File: config.mk
export PLATFORM = sky130hd
export DESIGN_NAME = srgbok_cordic_cell
export DESIGN_NICKNAME = d
export VERILOG_FILES = /design/src/rtl/srgbok_pkg.sv /design/src/rtl/srgbok_cordic_cell.sv
export SDC_FILE = /design/constraint.sdc
export NUM_CORES = 1
export LEC_CHECK = 0
export ABC_CLOCK_PERIOD_IN_PS = 5000
export BUFFER_PORTS_ARGS = -buffer_cell sky130_fd_sc_hd__buf_2
export CORE_AREA = 2 2 165 167
export DETAILED_ROUTE_END_ITERATION = 10
export DIE_AREA = 0 0 167 169
export PLACE_DENSITY_LB_ADDON = 0.1
export REMOVE_ABC_BUFFERS = 1
export SYNTH_ARGS = -nofsm -noshare
export SYNTH_HDL_FRONTEND = slang
export SYNTH_SLANG_ARGS = --single-unit
File: constraint.sdc
create_clock -name clk -period 5 [get_ports clk]
set_input_delay 0.75 -clock clk [delete_from_list [all_inputs] [get_ports clk]]
set_output_delay 0.75 -clock clk [all_outputs]
set_load 0.02 [all_outputs]
File: src/rtl/srgbok_pkg.sv
// Shared types, constants and the sRGB linearization table for the sRGB to OKLCH converter.
package srgbok_pkg;

	localparam int CORDIC_STAGES_DEF = 16;
	localparam int ATAN_ENTRIES      = 24;

	localparam int LIN_W      = 25;
	localparam int VAL_W      = 29;
	localparam int COEF_W     = 36;
	localparam int CBRT_BITS  = 25;
	localparam int SQRT_CELLS = 26;
	localparam int ROOT_W     = SQRT_CELLS;
	localparam int RAD_W      = 2 * SQRT_CELLS;
	localparam int REM_W      = SQRT_CELLS + 3;
	localparam int XY_W       = 28;
	localparam int ANG_W      = 32;
	localparam int ROW_LAT    = 5;
	localparam int MAG_W      = 62;
	localparam int QUO_W      = 28;
	localparam int RECIP_SH   = 62;
	localparam int PIX_W      = 8;

	localparam longint unsigned Q24_ONE   = 64'd16777216;
	localparam longint unsigned COEF_DEN  = 64'd10000000000;
	localparam longint unsigned COEF_HALF = COEF_DEN / 2;
	localparam longint unsigned RECIP     = (64'd1 << RECIP_SH) / COEF_DEN;

	localparam logic signed [ANG_W-1:0] ANG_180 = 32'sd754974720;
	localparam logic signed [ANG_W-1:0] ANG_360 = 32'sd1509949440;
	localparam logic [15:0] HUE_FULL = 16'd23040;

	typedef logic signed [VAL_W-1:0]  val_t;
	typedef logic signed [COEF_W-1:0] coef_t;
	typedef coef_t coef_row_t [3];
	typedef coef_row_t mat_t [3];
	typedef logic [LIN_W-1:0] lin_tab_t [256];
	typedef logic signed [ANG_W-1:0] atan_tab_t [ATAN_ENTRIES];

	localparam mat_t MAT_LMS = '{
		'{36'sd4122214708, 36'sd5363325363, 36'sd514459929},
		'{36'sd2119034982, 36'sd6806995451, 36'sd1073969566},
		'{36'sd883024619,  36'sd2817188376, 36'sd6299787005}
	};

	localparam mat_t MAT_LAB = '{
		'{36'sd2104542553,  36'sd7936177850,  -36'sd40720468},
		'{36'sd19779984951, -36'sd24285922050, 36'sd4505937099},
		'{36'sd259040371,   36'sd7827717662,  -36'sd8086757660}
	};

	localparam atan_tab_t ATAN_TAB = '{
		32'sd188743680, 32'sd111421900, 32'sd58872272, 32'sd29884485,
		32'sd15000234, 32'sd7507429, 32'sd3754631, 32'sd1877430,
		32'sd938729, 32'sd469366, 32'sd234683, 32'sd117342,
		32'sd58671, 32'sd29335, 32'sd14668, 32'sd7334,
		32'sd3667, 32'sd1833, 32'sd917, 32'sd458,
		32'sd229, 32'sd115, 32'sd57, 32'sd29
	};

	function automatic logic [LIN_W-1:0] lin_of(input int unsigned v);
		longint unsigned vv, t, t2, lo, hi, mid, p2, p4, p5;
		vv = 64'(v);
		if (vv <= 64'd10) begin
			return LIN_W'((vv * 64'd10 * Q24_ONE + 64'd16473) / 64'd32946);
		end
		t  = (((64'd1000 * vv + 64'd14025) << 24) + 64'd134512) / 64'd269025;
		t2 = (t * t + (64'd1 << 23)) >> 24;
		lo = 64'd0;
		hi = Q24_ONE;
		while (lo < hi) begin
			mid = (lo + hi + 64'd1) >> 1;
			p2  = (mid * mid) >> 24;
			p4  = (p2 * p2) >> 24;
			p5  = (p4 * mid) >> 24;
			if (p5 <= t2) begin
				lo = mid;
			end else begin
				hi = mid - 64'd1;
			end
		end
		return LIN_W'((t2 * lo + (64'd1 << 23)) >> 24);
	endfunction

	function automatic lin_tab_t lin_tab_build();
		lin_tab_t tab;
		for (int i = 0; i < 256; i++) begin
			tab[i] = lin_of(i);
		end
		return tab;
	endfunction

	localparam lin_tab_t LIN_TAB = lin_tab_build();

endpackage

File: src/rtl/srgbok_cordic_cell.sv
// Vectoring CORDIC cell: one micro-rotation toward the positive x axis.
module srgbok_cordic_cell #(
	parameter int IDX = 0
) (
	input  logic                               clk,
	input  logic                               en,
	input  logic signed [srgbok_pkg::XY_W-1:0]  x_in,
	input  logic signed [srgbok_pkg::XY_W-1:0]  y_in,
	input  logic signed [srgbok_pkg::ANG_W-1:0] z_in,
	output logic signed [srgbok_pkg::XY_W-1:0]  x_out,
	output logic signed [srgbok_pkg::XY_W-1:0]  y_out,
	output logic signed [srgbok_pkg::ANG_W-1:0] z_out
);

	logic signed [srgbok_pkg::XY_W-1:0]  xs;
	logic signed [srgbok_pkg::XY_W-1:0]  ys;
	logic signed [srgbok_pkg::XY_W-1:0]  x_q;
	logic signed [srgbok_pkg::XY_W-1:0]  y_q;
	logic signed [srgbok_pkg::ANG_W-1:0] z_q;

	assign xs = x_in >>> IDX;
	assign ys = y_in >>> IDX;

	always_ff @(posedge clk) begin
		if (en) begin
			if (y_in > 0) begin
				x_q <= x_in + ys;
				y_q <= y_in - xs;
				z_q <= z_in + srgbok_pkg::ATAN_TAB[IDX];
			end else begin
				x_q <= x_in - ys;
				y_q <= y_in + xs;
				z_q <= z_in - srgbok_pkg::ATAN_TAB[IDX];
			end
		end
	end

	assign x_out = x_q;
	assign y_out = y_q;
	assign z_out = z_q;

endmodule

# Yosys cells after proc, flatten, opt, wreduce, memory -nomap -nowiden
# Cells that the tools add are included.
# classes
mux	3
order_cmp	1
n_addsub	5
# op_table
cell	count
28-bit two-way mux	2
28-bit subtractor	2
32-bit by 29-bit adder with 32-bit output, second input constant	1
32-bit two-way mux	1
32-bit by 29-bit subtractor with 32-bit output, second input constant	1
28-bit adder	1
28-bit by 1-bit > comparator with 1-bit output, second input constant	1
# totals
regBits	88
elab_cells	12
out_inout_bits	88
in_bits	90

# Depth between registers and ports, before layout
# Gate-level depths: netlist of the first run.
# depth
ltp_word	2
mapped_depth	15
ltp_nobuf	13

# Least setup slack after synthesis of the first run
# OpenSTA, ideal clock, no wires.
# synth_timing
path_type	input -> register
start	input port y_in[10] (netlist name)
end	register z_q, in the netlist z_out[31], data pin
setup_time_ps	259
path_slack_ps	1147
t_arrival_ps	3594
t_required_ps	4741
stages	14
path_buffers	2
path_cell_list	nor4_1 > nand4_1 > o21bai_1 > clkbuf_1 > buf_1 > ha_1 > a21o_1 > a21oi_1 > o21ai_0 > a21oi_1 > o21ai_0 > a21o_1 > a21oi_1 > xnor2_1
# synth_between
elab_chain_len	2
# synth_rtl
item	line	source
start: declaration	srgbok_cordic_cell.sv:8	input logic signed [srgbok_pkg::XY_W-1:0] y_in,
28-bit by 1-bit > comparator with 1-bit output	srgbok_cordic_cell.sv:26	if (y_in > 0) begin
32-bit two-way mux	srgbok_cordic_cell.sv:26	
end signal: assignment	srgbok_cordic_cell.sv:29	z_q <= z_in + srgbok_pkg::ATAN_TAB[IDX];
end signal: assignment	srgbok_cordic_cell.sv:33	z_q <= z_in - srgbok_pkg::ATAN_TAB[IDX];
end: declaration	srgbok_cordic_cell.sv:19	logic signed [srgbok_pkg::ANG_W-1:0] z_q;
# Every way passes these cells.
# A chain may end at the register's enable or synchronous reset.

# Worst setup path after layout of the first run
# layout_timing
start	input port x_in[0] (netlist name)
end	register x_q, in the netlist x_out[24], data pin
# layout_between
elab_chain_len	2
word_cells_on_any_way	3
cone_classes	2 x add/sub; 1 x mux
# layout_rtl
item	line	source
start: declaration	srgbok_cordic_cell.sv:7	input logic signed [srgbok_pkg::XY_W-1:0] x_in,
28-bit subtractor / 28-bit adder (equally long branches)	srgbok_cordic_cell.sv:31, srgbok_cordic_cell.sv:27	
28-bit two-way mux *	srgbok_cordic_cell.sv:26	
end signal: assignment	srgbok_cordic_cell.sv:27	x_q <= x_in + ys;
end signal: assignment	srgbok_cordic_cell.sv:31	x_q <= x_in - ys;
end: declaration	srgbok_cordic_cell.sv:17	logic signed [srgbok_pkg::XY_W-1:0] x_q;
# Mark *: on every way between the ends. The rest lies on a longest branch, timed or not.

==> flow_results.xml, run 1 <==
<?xml version="1.0" encoding="UTF-8"?>
<metrics>
  <group name="outcome">
    <metric name="run_status" unit="">completed</metric>
  </group>
  <group name="worst_hold_path">
    <metric name="holdPathStages" unit="">1</metric>
    <metric name="worstHoldPathType" unit="">primary input to flop</metric>
    <metric name="holdCritStartpoint" unit="">z_in[20]</metric>
    <metric name="hold-path-endpoint" unit="">z_out[20]</metric>
  </group>
  <group name="global_routing">
    <metric name="grt.total_usage" unit="">0.179</metric>
    <metric name="global_route_wire_length_before_repair" unit="um">39300</metric>
    <metric name="grt_antenna_before_repair" unit="">0</metric>
    <metric name="grt_start_max_net_pins" unit="">58</metric>
    <metric name="via_count_of_the_first_global_routing_pass" unit="">6791</metric>
    <metric name="gr-total-overflow" unit="">0</metric>
  </group>
  <group name="sta">
    <metric name="worst_slew_pin_slew" unit="ns">0.809</metric>
    <metric name="finalHoldViolCount" unit="">0</metric>
    <metric name="maxClockFrequency" unit="MHz">264</metric>
    <metric name="timing.final.setup_violations" unit="">0</metric>
    <metric name="slew_headroom" unit="">0.461</metric>
    <metric name="post-route-min-period" unit="ns">3.79</metric>
    <metric name="rsz0062_at_grt" unit="">false</metric>
    <metric name="final.setup.tns" unit="ns">0</metric>
    <metric name="maxSlewViolCount" unit="">0</metric>
    <metric name="layout_worst_path_cycle_share" unit="">0.758</metric>
  </group>
  <group name="synthesis">
    <metric name="count_of_mapped_cells_out_of_synthesis" unit="">868</metric>
    <metric name="ys_ff_latch" unit="">87</metric>
    <metric name="post_synthesis_async_set_or_reset_flop_share" unit="">0</metric>
    <metric name="synthDistinctLibCells" unit="">71</metric>
    <metric name="synth.yosys.seq_area_share" unit="">0.336</metric>
    <metric name="synthesis.area_per_instance" unit="um^2">8.96</metric>
    <metric name="ys_warn_count" unit="">0</metric>
    <metric name="syn-cell-area" unit="mm^2">0.00778</metric>
    <metric name="synth-edff-count" unit="">87</metric>
    <metric name="synthFlopType" unit="">edfxtp_1</metric>
  </group>
  <group name="pwr">
    <metric name="p_int" unit="uW">1650</metric>
    <metric name="sequential_power_share" unit="">0.363</metric>
    <metric name="relative_contribution_of_the_clock_network_to_total_power" unit="">0.272</metric>
    <metric name="max-vdd-ir-drop" unit="uV">146</metric>
    <metric name="combinationalPowerShare" unit="">0.365</metric>
    <metric name="power.density" unit="mW/mm^2">288</metric>
    <metric name="p_leak" unit="uW">0.00412</metric>
    <metric name="power.net_switching" unit="uW">1030</metric>
    <metric name="sw_frac_of_total" unit="">0.384</metric>
  </group>
  <group name="clock_network">
    <metric name="cts_setup_buffers" unit="">0</metric>
    <metric name="count_of_clock_tree_sinks" unit="">87</metric>
    <metric name="cts_root_buffer" unit="">clkbuf_16</metric>
    <metric name="numCtsBuffers" unit="">9</metric>
    <metric name="tritoncts" unit="">done</metric>
    <metric name="cts_hold_buf" unit="">0</metric>
    <metric name="clk_pin_slew_worst_paths" unit="ns">0.09</metric>
    <metric name="cts_max_level" unit="">3</metric>
    <metric name="post_cts.resized_instances" unit="">0</metric>
    <metric name="cts_buffer_depth" unit="">2</metric>
  </group>
  <group name="cells_and_area">
    <metric name="fin_util" unit="">0.351</metric>
    <metric name="drive_gt1_frac" unit="">0.216</metric>
    <metric name="finish.instance_area" unit="mm^2">0.00929</metric>
    <metric name="insertedDiodeCount" unit="">0</metric>
    <metric name="design.final.nets" unit="">1206</metric>
    <metric name="syn2layout_area_growth" unit="%">19.4</metric>
  </group>
  <group name="detailed_routing">
    <metric name="number_of_vias_per_cell_after_detailed_routing" unit="">5.10</metric>
    <metric name="drt_first_iter_violations" unit="">538</metric>
    <metric name="detail_route.drc_violations" unit="">0</metric>
    <metric name="routed_wire_length_per_instance" unit="um">18.8</metric>
    <metric name="vias" unit="">6984</metric>
    <metric name="drt.antenna.violating_nets" unit="">0</metric>
    <metric name="postRouteWirelength" unit="um">25800</metric>
    <metric name="detail_route.first_pass.iterations" unit="">5</metric>
  </group>
  <group name="place">
    <metric name="dp_hpwl" unit="um">19800</metric>
    <metric name="buffer_ports.inserted" unit="">177</metric>
    <metric name="gpl.final_weighted_congestion" unit="">0.878</metric>
    <metric name="dpl_cell_area" unit="mm^2">0.00899</metric>
  </group>
  <group name="worst_setup_path">
    <metric name="required" unit="ns">5.12</metric>
    <metric name="crit_arrival" unit="ns">3.92</metric>
    <metric name="critical_path.endpoint_type" unit="">flop</metric>
    <metric name="cp_max_fo" unit="">4</metric>
    <metric name="critPathKind" unit="">primary input to flop</metric>
    <metric name="critical_path.startpoint_type" unit="">primary input</metric>
  </group>
  <group name="floorplan">
    <metric name="ioPinCount" unit="">178</metric>
    <metric name="core" unit="mm^2">0.0265</metric>
    <metric name="chipWidth" unit="um">167</metric>
    <metric name="floorplan.initialDensity" unit="">0.294</metric>
    <metric name="dieArea" unit="mm^2">0.0282</metric>
    <metric name="floorplan.die.height" unit="um">169</metric>
    <metric name="placement_rows" unit="">60</metric>
  </group>
  <group name="flow_run">
    <metric name="max-cap-violations" unit="">0</metric>
  </group>
</metrics>
==> cell type report <==
class / instances / area (um^2)
Clock buffer: 9 / 225
Clock inverter: 7 / 73.8
Fill cell: 2823 / 17200
Inverter: 89 / 334
Multi-Input combinational cell: 653 / 4680
Sequential cell: 87 / 2610
Tap cell: 341 / 427
Timing Repair Buffer: 183 / 933
==> worst max-delay path: stages <==
cell and delay, ns:
buf_2 0.12, ha_1 0.21, fa_1 0.43, nor2b_1 0.17, o21ai_1 0.23, a311oi_1 0.18
o31ai_1 0.66, o31ai_1 0.31, a221o_1 0.38, a221oi_1 0.36, xnor2_1 0.10
==> placed cells by master, fill, tap and decap left out, types with 9 or more instances in the layout <==
cell type,n
a21oi_1,81
a211oi_1,9
o21ai_0,53
edfxtp_1,87
inv_1,84
nand4_1,12
nor2_1,59
nor4_1,10
buf_2,176
xnor2_1,51
ha_1,89
o31ai_1,18
nand3_1,21
nand2_1,48
nor3_1,17
clkbuf_16,9
a31oi_1,14
or3_1,9
nor2b_1,12
nand2b_1,14
mux2i_1,10
a21o_1,28
==> worst max-delay path by stage <==
| stage | startpoint | end | slack, ns | cells after the start |
|---|---|---|---|---|
| finish | x_in[0] | x_out[24] | 1.21 | 11 |
| global route | y_in[26] | z_out[30] | 0.99 | 14 |
| CTS | x_in[0] | x_out[24] | 1.26 | 11 |
| detailed placement | x_in[0] | x_out[24] | 0.87 | 11 |
| global placement | x_in[0] | x_out[24] | 0.93 | 11 |
| floorplan | y_in[10] | z_out[30] | -1.55 | 13 |
==> cells by family after synthesis <==
| kind of cell | share of synthesized area |
|---|---|
| AOI/OAI and AO/OA | 0.232 |
| xor gates and xnor gates | 0.0664 |
| adders and majority gates | 0.153 |
| buffers and inverters | 0.0635 |
| DFF | 0.336 |
| muxes | 0.0129 |
| and+or+nand+nor | 0.136 |
==> per-layer routing <==
| layer | part of all wire | vias to the layer above | global-route usage |
|---|---|---|---|
| met5 | 0 | - | 0 |
| met4 | 0.016 | 0 | 0.0469 |
| met3 | 0.047 | 25 | 0.0255 |
| met2 | 0.45 | 217 | 0.284 |
| met1 | 0.48 | 3294 | 0.254 |
| li1 | - | 3448 | - |
==> registers in the layout (all words and copies together), names as in the netlist <==
| register | flops |
|---|---|
| y_out | 27 |
| x_out | 28 |
| z_out | 32 |
==> cell usage after synthesis (17+ instances only) <==
cell type / count / area (um^2)
nand3_1: 21 / 105
o21ai_0: 53 / 265
clkbuf_1: 29 / 109
nand2_1: 48 / 180
inv_1: 85 / 319
a21o_1: 28 / 210
ha_1: 89 / 1110
xnor2_1: 51 / 447
nor2_1: 59 / 221
edfxtp_1: 87 / 2610
nor3_1: 17 / 85.1
o31ai_1: 18 / 135
a21oi_1: 81 / 405
==> power groups by stage <==
stage	registers [uW]	logic (uW)	clock network, uW
3_3_place_gp	988	983	0
2_1_floorplan	1130	493	0
5_1_grt	981	1070	771
4_1_cts	972	983	749
6_report	969	977	727
3_5_place_dp	987	978	0
==> per-stage QoR <==
| step | worst slack [ns] | hold slack (ns) | total power, uW | cells |
|---|---|---|---|---|
| global route | 0.994 | 0.539 | 2830 | 1369 |
| finish | 1.21 | 0.557 | 2670 | 1369 |
| CTS | 1.26 | 0.544 | 2700 | 1369 |
| global placement | 0.929 | 0.927 | 1970 | 1353 |
| floorplan | -1.55 | 0.849 | 1620 | 829 |
| detailed placement | 0.870 | 0.929 | 1960 | 1353 |
(Power assumes the default switching activity.)
==> run 2: changes to the inputs <==
--- a/config.mk
+++ b/config.mk
@@ -5,7 +5,7 @@
 export SDC_FILE = /design/constraint.sdc
 export NUM_CORES = 1
 export LEC_CHECK = 0
-export ABC_CLOCK_PERIOD_IN_PS = 5000
+export ABC_CLOCK_PERIOD_IN_PS = 3800
 export BUFFER_PORTS_ARGS = -buffer_cell sky130_fd_sc_hd__buf_2
 export CORE_AREA = 2 2 165 167
 export DETAILED_ROUTE_END_ITERATION = 10
==> constraint.sdc (replaced) <==
create_clock -name clk -period 3.8 [get_ports clk]
set_input_delay 0.57 -clock clk [delete_from_list [all_inputs] [get_ports clk]]
set_output_delay 0.57 -clock clk [all_outputs]
set_load 0.02 [all_outputs]
==> run 2 against run 1 <==
Critical path depth is 2 higher. Total power increased by 35%. Critical path type unchanged. Flip-flop and latch count unchanged. Combinational power rose by 39%. Clock power grew 33%. Cell count rose by 4.2%. Non-clock buffer count grew 58. Sequential power grew 31%. Die area unchanged.
==> flow_results.xml, run 2 (same netlist as run 1, synthesis figures left out) <==
<?xml version="1.0" encoding="UTF-8"?>
<metrics>
  <group name="floorplan">
    <metric name="dieArea" unit="mm^2">0.0282</metric>
    <metric name="placement_rows" unit="">60</metric>
    <metric name="chipWidth" unit="um">167</metric>
    <metric name="floorplan.die.height" unit="um">169</metric>
    <metric name="core" unit="mm^2">0.0265</metric>
    <metric name="floorplan.initialDensity" unit="">0.294</metric>
    <metric name="ioPinCount" unit="">178</metric>
  </group>
  <group name="sta">
    <metric name="finalHoldViolCount" unit="">0</metric>
    <metric name="maxSlewViolCount" unit="">0</metric>
    <metric name="layout_worst_path_cycle_share" unit="">0.915</metric>
    <metric name="post-route-min-period" unit="ns">3.48</metric>
    <metric name="slew_headroom" unit="">0.550</metric>
    <metric name="rsz0062_at_grt" unit="">false</metric>
    <metric name="worst_slew_pin_slew" unit="ns">0.675</metric>
    <metric name="timing.final.setup_violations" unit="">0</metric>
    <metric name="maxClockFrequency" unit="MHz">288</metric>
  </group>
  <group name="cells_and_area">
    <metric name="mostFrequentLayoutCell" unit="">buf_2</metric>
    <metric name="multi_input_area" unit="mm^2">0.00468</metric>
    <metric name="layout.filler_cells" unit="">2798</metric>
    <metric name="finish.instance_area" unit="mm^2">0.00973</metric>
    <metric name="design.final.nets" unit="">1264</metric>
    <metric name="drive_gt1_frac" unit="">0.257</metric>
    <metric name="syn2layout_area_growth" unit="%">25.1</metric>
    <metric name="most_used_cells_in_the_layout_excluding_fill_and_tap_cells" unit="">176 x buf_2, 89 x ha_1, 87 x edfxtp_1</metric>
    <metric name="insertedDiodeCount" unit="">0</metric>
    <metric name="fin_util" unit="">0.367</metric>
    <metric name="final-seq-area" unit="mm^2">0.00261</metric>
    <metric name="largest_register_ffs" unit="">32</metric>
  </group>
  <group name="place">
    <metric name="buffer_ports.inserted" unit="">177</metric>
    <metric name="dpl_cell_area" unit="mm^2">0.00943</metric>
    <metric name="gpl.final_weighted_congestion" unit="">0.915</metric>
    <metric name="dp_hpwl" unit="um">20600</metric>
  </group>
  <group name="clock_network">
    <metric name="count_of_clock_tree_sinks" unit="">87</metric>
    <metric name="cts_hold_buf" unit="">0</metric>
    <metric name="clk_pin_slew_worst_paths" unit="ns">0.08</metric>
    <metric name="cts_setup_buffers" unit="">0</metric>
    <metric name="post_cts.resized_instances" unit="">0</metric>
    <metric name="cts_buffer_depth" unit="">2</metric>
    <metric name="tritoncts" unit="">done</metric>
    <metric name="cts_root_buffer" unit="">clkbuf_16</metric>
    <metric name="numCtsBuffers" unit="">9</metric>
    <metric name="cts_max_level" unit="">3</metric>
  </group>
  <group name="pwr">
    <metric name="total_power" unit="uW">3600</metric>
    <metric name="max-vdd-ir-drop" unit="uV">249</metric>
    <metric name="power.density" unit="mW/mm^2">370</metric>
    <metric name="p_leak" unit="uW">0.00440</metric>
  </group>
  <group name="detailed_routing">
    <metric name="vias" unit="">7120</metric>
    <metric name="detail_route.wirelength.met1" unit="um">12600</metric>
    <metric name="routed-wl-met2" unit="um">11700</metric>
    <metric name="drt_first_iter_violations" unit="">500</metric>
    <metric name="routed-wl-met3" unit="um">1150</metric>
    <metric name="highest-signal-layer" unit="">met4</metric>
    <metric name="number_of_vias_per_cell_after_detailed_routing" unit="">4.99</metric>
    <metric name="drt.antenna.violating_nets" unit="">0</metric>
    <metric name="routed_wire_length_per_instance" unit="um">18.1</metric>
    <metric name="detail_route.first_pass.iterations" unit="">5</metric>
    <metric name="detail_route.drc_violations" unit="">0</metric>
    <metric name="postRouteWirelength" unit="um">25800</metric>
  </group>
  <group name="global_routing">
    <metric name="global_route_wire_length_before_repair" unit="um">40200</metric>
    <metric name="grt_start_max_net_pins" unit="">56</metric>
    <metric name="grt.total_usage" unit="">0.181</metric>
    <metric name="via_count_of_the_first_global_routing_pass" unit="">7130</metric>
    <metric name="grt_antenna_before_repair" unit="">0</metric>
    <metric name="gr-total-overflow" unit="">0</metric>
  </group>
  <group name="worst_setup_path">
    <metric name="critPathKind" unit="">primary input to flop</metric>
    <metric name="cp_max_fo" unit="">6</metric>
    <metric name="critical_path.top_delay_family" unit="">compound AO/OA/AOI/OAI gates</metric>
    <metric name="setup.worst_path.end" unit="">y_out[20]</metric>
    <metric name="crit_arrival" unit="ns">3.58</metric>
    <metric name="startpoint" unit="">x_in[5]</metric>
    <metric name="critical_path.startpoint_type" unit="">primary input</metric>
    <metric name="crit_slowest_cell" unit="">o31ai_1</metric>
    <metric name="critical_path.endpoint_type" unit="">flop</metric>
    <metric name="required" unit="ns">3.91</metric>
    <metric name="count_of_buffering_cells_on_the_critical_path_with_inverters_included" unit="">4</metric>
    <metric name="critical_path.max_stage_delay" unit="ns">0.59</metric>
    <metric name="crit_chain" unit="">buf_2, inv_1, ha_1, nor3b_1, nor2_1, a311oi_1, o31ai_1, buf_4, o31ai_1, buf_4, a211oi_1, o21ai_0, xnor2_1</metric>
    <metric name="worstSetupPathDepth" unit="">13</metric>
  </group>
  <group name="outcome">
    <metric name="run_status" unit="">completed</metric>
  </group>
  <group name="worst_hold_path">
    <metric name="worstHoldPathType" unit="">primary input to flop</metric>
  </group>
  <group name="flow_run">
    <metric name="max-cap-violations" unit="">0</metric>
  </group>
</metrics>
[run 2: routing by layer]
layer  global-route usage  vias to the layer above
li1                     -                     3550
met1                0.256                     3353
met2                0.292                      197
met3               0.0292                       20
met4               0.0375                        0
met5                    0                        -
[run 2: through the flow]
step / setup TNS, ns / setup slack (ns) / hold slack [ns] / instances
2_1_floorplan: -66.83 / -2.57 / 0.669 / 829
6_report: 0 / 0.324 / 0.391 / 1427
4_1_cts: 0 / 0.424 / 0.374 / 1427
3_3_place_gp: -0.0160 / -0.0160 / 0.746 / 1411
5_1_grt: 0 / 0.0352 / 0.369 / 1427
3_5_place_dp: 0 / 0.0569 / 0.748 / 1411
[run 2: worst min path at each step]
stage	to	cells after the start	slack (ns)	startpoint
after floorplan	z_out[0]	0	0.67	z_in[0]
after global placement	z_out[4]	1	0.75	z_in[4]
after detailed placement	z_out[19]	1	0.75	z_in[19]
after CTS	z_out[21]	1	0.37	z_in[21]
after global routing	z_out[3]	1	0.37	z_in[3]
final	z_out[13]	1	0.39	z_in[13]
[run 2: power by group]
part | total [uW] | leakage (uW) | internal, uW | switching, uW
Combinational | 1360 | 0.00340 | 520 | 840
Clock | 966 | 0.000146 | 520 | 446
Sequential | 1270 | 0.000852 | 1240 | 32.9
Total | 3600 | 0.00440 | 2280 | 1320
[run 2: final cells by class]
type,instances,share of cell area
multi-input combinational,653,0.481
sequential,87,0.269
timing repair buffer,241,0.141
tap,341,0.0439
inverter,89,0.0343
clock buffer,9,0.0231
clock inverter,7,0.00810
==> run 3: changes to the inputs <==
--- a/config.mk
+++ b/config.mk
@@ -11,7 +11,6 @@
 export DETAILED_ROUTE_END_ITERATION = 10
 export DIE_AREA = 0 0 167 169
 export PLACE_DENSITY_LB_ADDON = 0.1
-export REMOVE_ABC_BUFFERS = 1
 export SYNTH_ARGS = -nofsm -noshare
 export SYNTH_HDL_FRONTEND = slang
 export SYNTH_SLANG_ARGS = --single-unit
==> run 3 against run 2 <==
Die area stayed put. Setup slack improved by 0.057 ns. Combinational power hardly changed. Sequential power about the same. Cell count decreased by 1.5%. Utilization fell by 0.58 points. First-iteration DRC count decreased by 6.2%. Critical endpoint is now x_out[24]. Cell area down 1.6%. Critical path type unchanged. Largest power group unchanged.
==> flow_results.xml, run 3 (same netlist as run 1, synthesis figures left out) <==
<?xml version="1.0" encoding="UTF-8"?>
<metrics>
  <group name="detailed_routing">
    <metric name="vias" unit="">7042</metric>
    <metric name="number_of_vias_per_cell_after_detailed_routing" unit="">5.01</metric>
    <metric name="routed-wl-met2" unit="um">11300</metric>
    <metric name="routed_wire_length_per_instance" unit="um">18.5</metric>
    <metric name="detail_route.drc_violations" unit="">0</metric>
    <metric name="drt.antenna.violating_nets" unit="">0</metric>
    <metric name="routed-wl-met3" unit="um">1440</metric>
    <metric name="detail_route.wirelength.met1" unit="um">12900</metric>
    <metric name="highest-signal-layer" unit="">met4</metric>
    <metric name="drt_first_iter_violations" unit="">469</metric>
    <metric name="detail_route.first_pass.iterations" unit="">5</metric>
    <metric name="postRouteWirelength" unit="um">26000</metric>
  </group>
  <group name="worst_setup_path">
    <metric name="crit_arrival" unit="ns">3.51</metric>
    <metric name="count_of_buffering_cells_on_the_critical_path_with_inverters_included" unit="">3</metric>
    <metric name="critical_path.endpoint_type" unit="">flop</metric>
    <metric name="cp_max_fo" unit="">13</metric>
    <metric name="crit_slowest_cell" unit="">o31ai_1</metric>
    <metric name="critical_path.startpoint_type" unit="">primary input</metric>
    <metric name="critical_path.top_delay_family" unit="">compound AO/OA/AOI/OAI gates</metric>
    <metric name="critical_path.max_stage_delay" unit="ns">0.58</metric>
    <metric name="cell_occurring_most_often_along_the_worst_timing_path" unit="">o31ai_1</metric>
    <metric name="crit_chain" unit="">buf_2, inv_1, ha_1, nor3b_1, nor2_1, a311oi_1, o31ai_1, buf_4, o31ai_1, a221o_1, a221oi_1, xnor2_1</metric>
    <metric name="required" unit="ns">3.89</metric>
    <metric name="critPathKind" unit="">primary input to flop</metric>
  </group>
  <group name="global_routing">
    <metric name="grt_antenna_before_repair" unit="">0</metric>
    <metric name="gr-total-overflow" unit="">0</metric>
    <metric name="grt_start_max_net_pins" unit="">57</metric>
    <metric name="global_route_wire_length_before_repair" unit="um">40000</metric>
    <metric name="grt.total_usage" unit="">0.182</metric>
    <metric name="via_count_of_the_first_global_routing_pass" unit="">6945</metric>
  </group>
  <group name="floorplan">
    <metric name="floorplan.initialDensity" unit="">0.294</metric>
    <metric name="floorplan.die.height" unit="um">169</metric>
    <metric name="dieArea" unit="mm^2">0.0282</metric>
    <metric name="ioPinCount" unit="">178</metric>
    <metric name="core" unit="mm^2">0.0265</metric>
    <metric name="chipWidth" unit="um">167</metric>
    <metric name="placement_rows" unit="">60</metric>
  </group>
  <group name="clock_network">
    <metric name="post_cts.resized_instances" unit="">0</metric>
    <metric name="cts_setup_buffers" unit="">0</metric>
    <metric name="count_of_clock_tree_sinks" unit="">87</metric>
    <metric name="cts_root_buffer" unit="">clkbuf_16</metric>
    <metric name="cts_max_level" unit="">3</metric>
    <metric name="cts_hold_buf" unit="">0</metric>
    <metric name="clk_pin_slew_worst_paths" unit="ns">0.07</metric>
    <metric name="numCtsBuffers" unit="">9</metric>
    <metric name="tritoncts" unit="">done</metric>
    <metric name="cts_buffer_depth" unit="">2</metric>
  </group>
  <group name="worst_hold_path">
    <metric name="worstHoldPathType" unit="">primary input to flop</metric>
  </group>
  <group name="sta">
    <metric name="rsz0062_at_grt" unit="">false</metric>
    <metric name="worst_slew_pin_slew" unit="ns">0.804</metric>
    <metric name="post-route-min-period" unit="ns">3.42</metric>
    <metric name="hold_ws" unit="ns">0.386</metric>
    <metric name="layout_worst_path_cycle_share" unit="">0.900</metric>
    <metric name="finalHoldViolCount" unit="">0</metric>
    <metric name="maxSlewViolCount" unit="">0</metric>
    <metric name="final.setup.tns" unit="ns">0</metric>
    <metric name="slew_headroom" unit="">0.464</metric>
    <metric name="maxClockFrequency" unit="MHz">292</metric>
    <metric name="timing.final.setup_violations" unit="">0</metric>
  </group>
  <group name="place">
    <metric name="dp_hpwl" unit="um">20700</metric>
    <metric name="gpl.final_weighted_congestion" unit="">0.851</metric>
    <metric name="buffer_ports.inserted" unit="">177</metric>
  </group>
  <group name="cells_and_area">
    <metric name="syn2layout_area_growth" unit="%">23.1</metric>
    <metric name="mostFrequentLayoutCell" unit="">buf_2</metric>
    <metric name="insertedDiodeCount" unit="">0</metric>
    <metric name="design.final.nets" unit="">1243</metric>
    <metric name="most_used_cells_in_the_layout_excluding_fill_and_tap_cells" unit="">176 x buf_2, 89 x ha_1, 87 x edfxtp_1</metric>
    <metric name="drive_gt1_frac" unit="">0.242</metric>
    <metric name="largest_register_ffs" unit="">32</metric>
  </group>
  <group name="pwr">
    <metric name="power.density" unit="mW/mm^2">373</metric>
    <metric name="p_leak" unit="uW">0.00429</metric>
    <metric name="max-vdd-ir-drop" unit="uV">176</metric>
  </group>
  <group name="synthesis">
    <metric name="synth.net_count" unit="">1051</metric>
  </group>
  <group name="flow_run">
    <metric name="max-cap-violations" unit="">0</metric>
  </group>
  <group name="outcome">
    <metric name="run_status" unit="">completed</metric>
  </group>
</metrics>
[run 3: path summary, 6_finish.rpt]
kind | depth (start not counted) | start | end
max | 12 | x_in[4] | x_out[24]
min | 1 | z_in[0] | z_out[0]
[run 3: layer usage]
layer	vias to the layer above	global-route usage
li1	3515	-
met3	20	0.0334
met5	-	0
met1	3305	0.262
met2	202	0.279
met4	0	0.0495
[run 3: layout make-up]
| class | count | area (um^2) |
|---|---|---|
| fillers | 2811 | 16900 |
| flip-flops and latches | 87 | 2610 |
| inverters | 89 | 334 |
| multi-input cells | 653 | 4680 |
| clock inverters | 6 | 70.1 |
| repair buffers | 220 | 1220 |
| clock buffers | 9 | 225 |
| well taps | 341 | 427 |
[run 3: power by group]
part / switching (uW) / total (uW) / internal (uW)
Sequential: 35.1 / 1280 / 1240
Clock: 444 / 956 / 513
Combinational: 847 / 1340 / 497
[run 3: stage by stage]
step	util	setup WS [ns]	cell area [um^2]	total power [uW]	instances
after CTS	0.361	0.447	9580	3620	1405
after global routing	0.361	0.205	9580	3780	1405
after detailed placement	0.350	0.0823	9280	2640	1390
final	0.361	0.381	9580	3580	1405
after floorplan	-	0.127	7780	2140	868
after global placement	0.350	0.108	9280	2650	1390
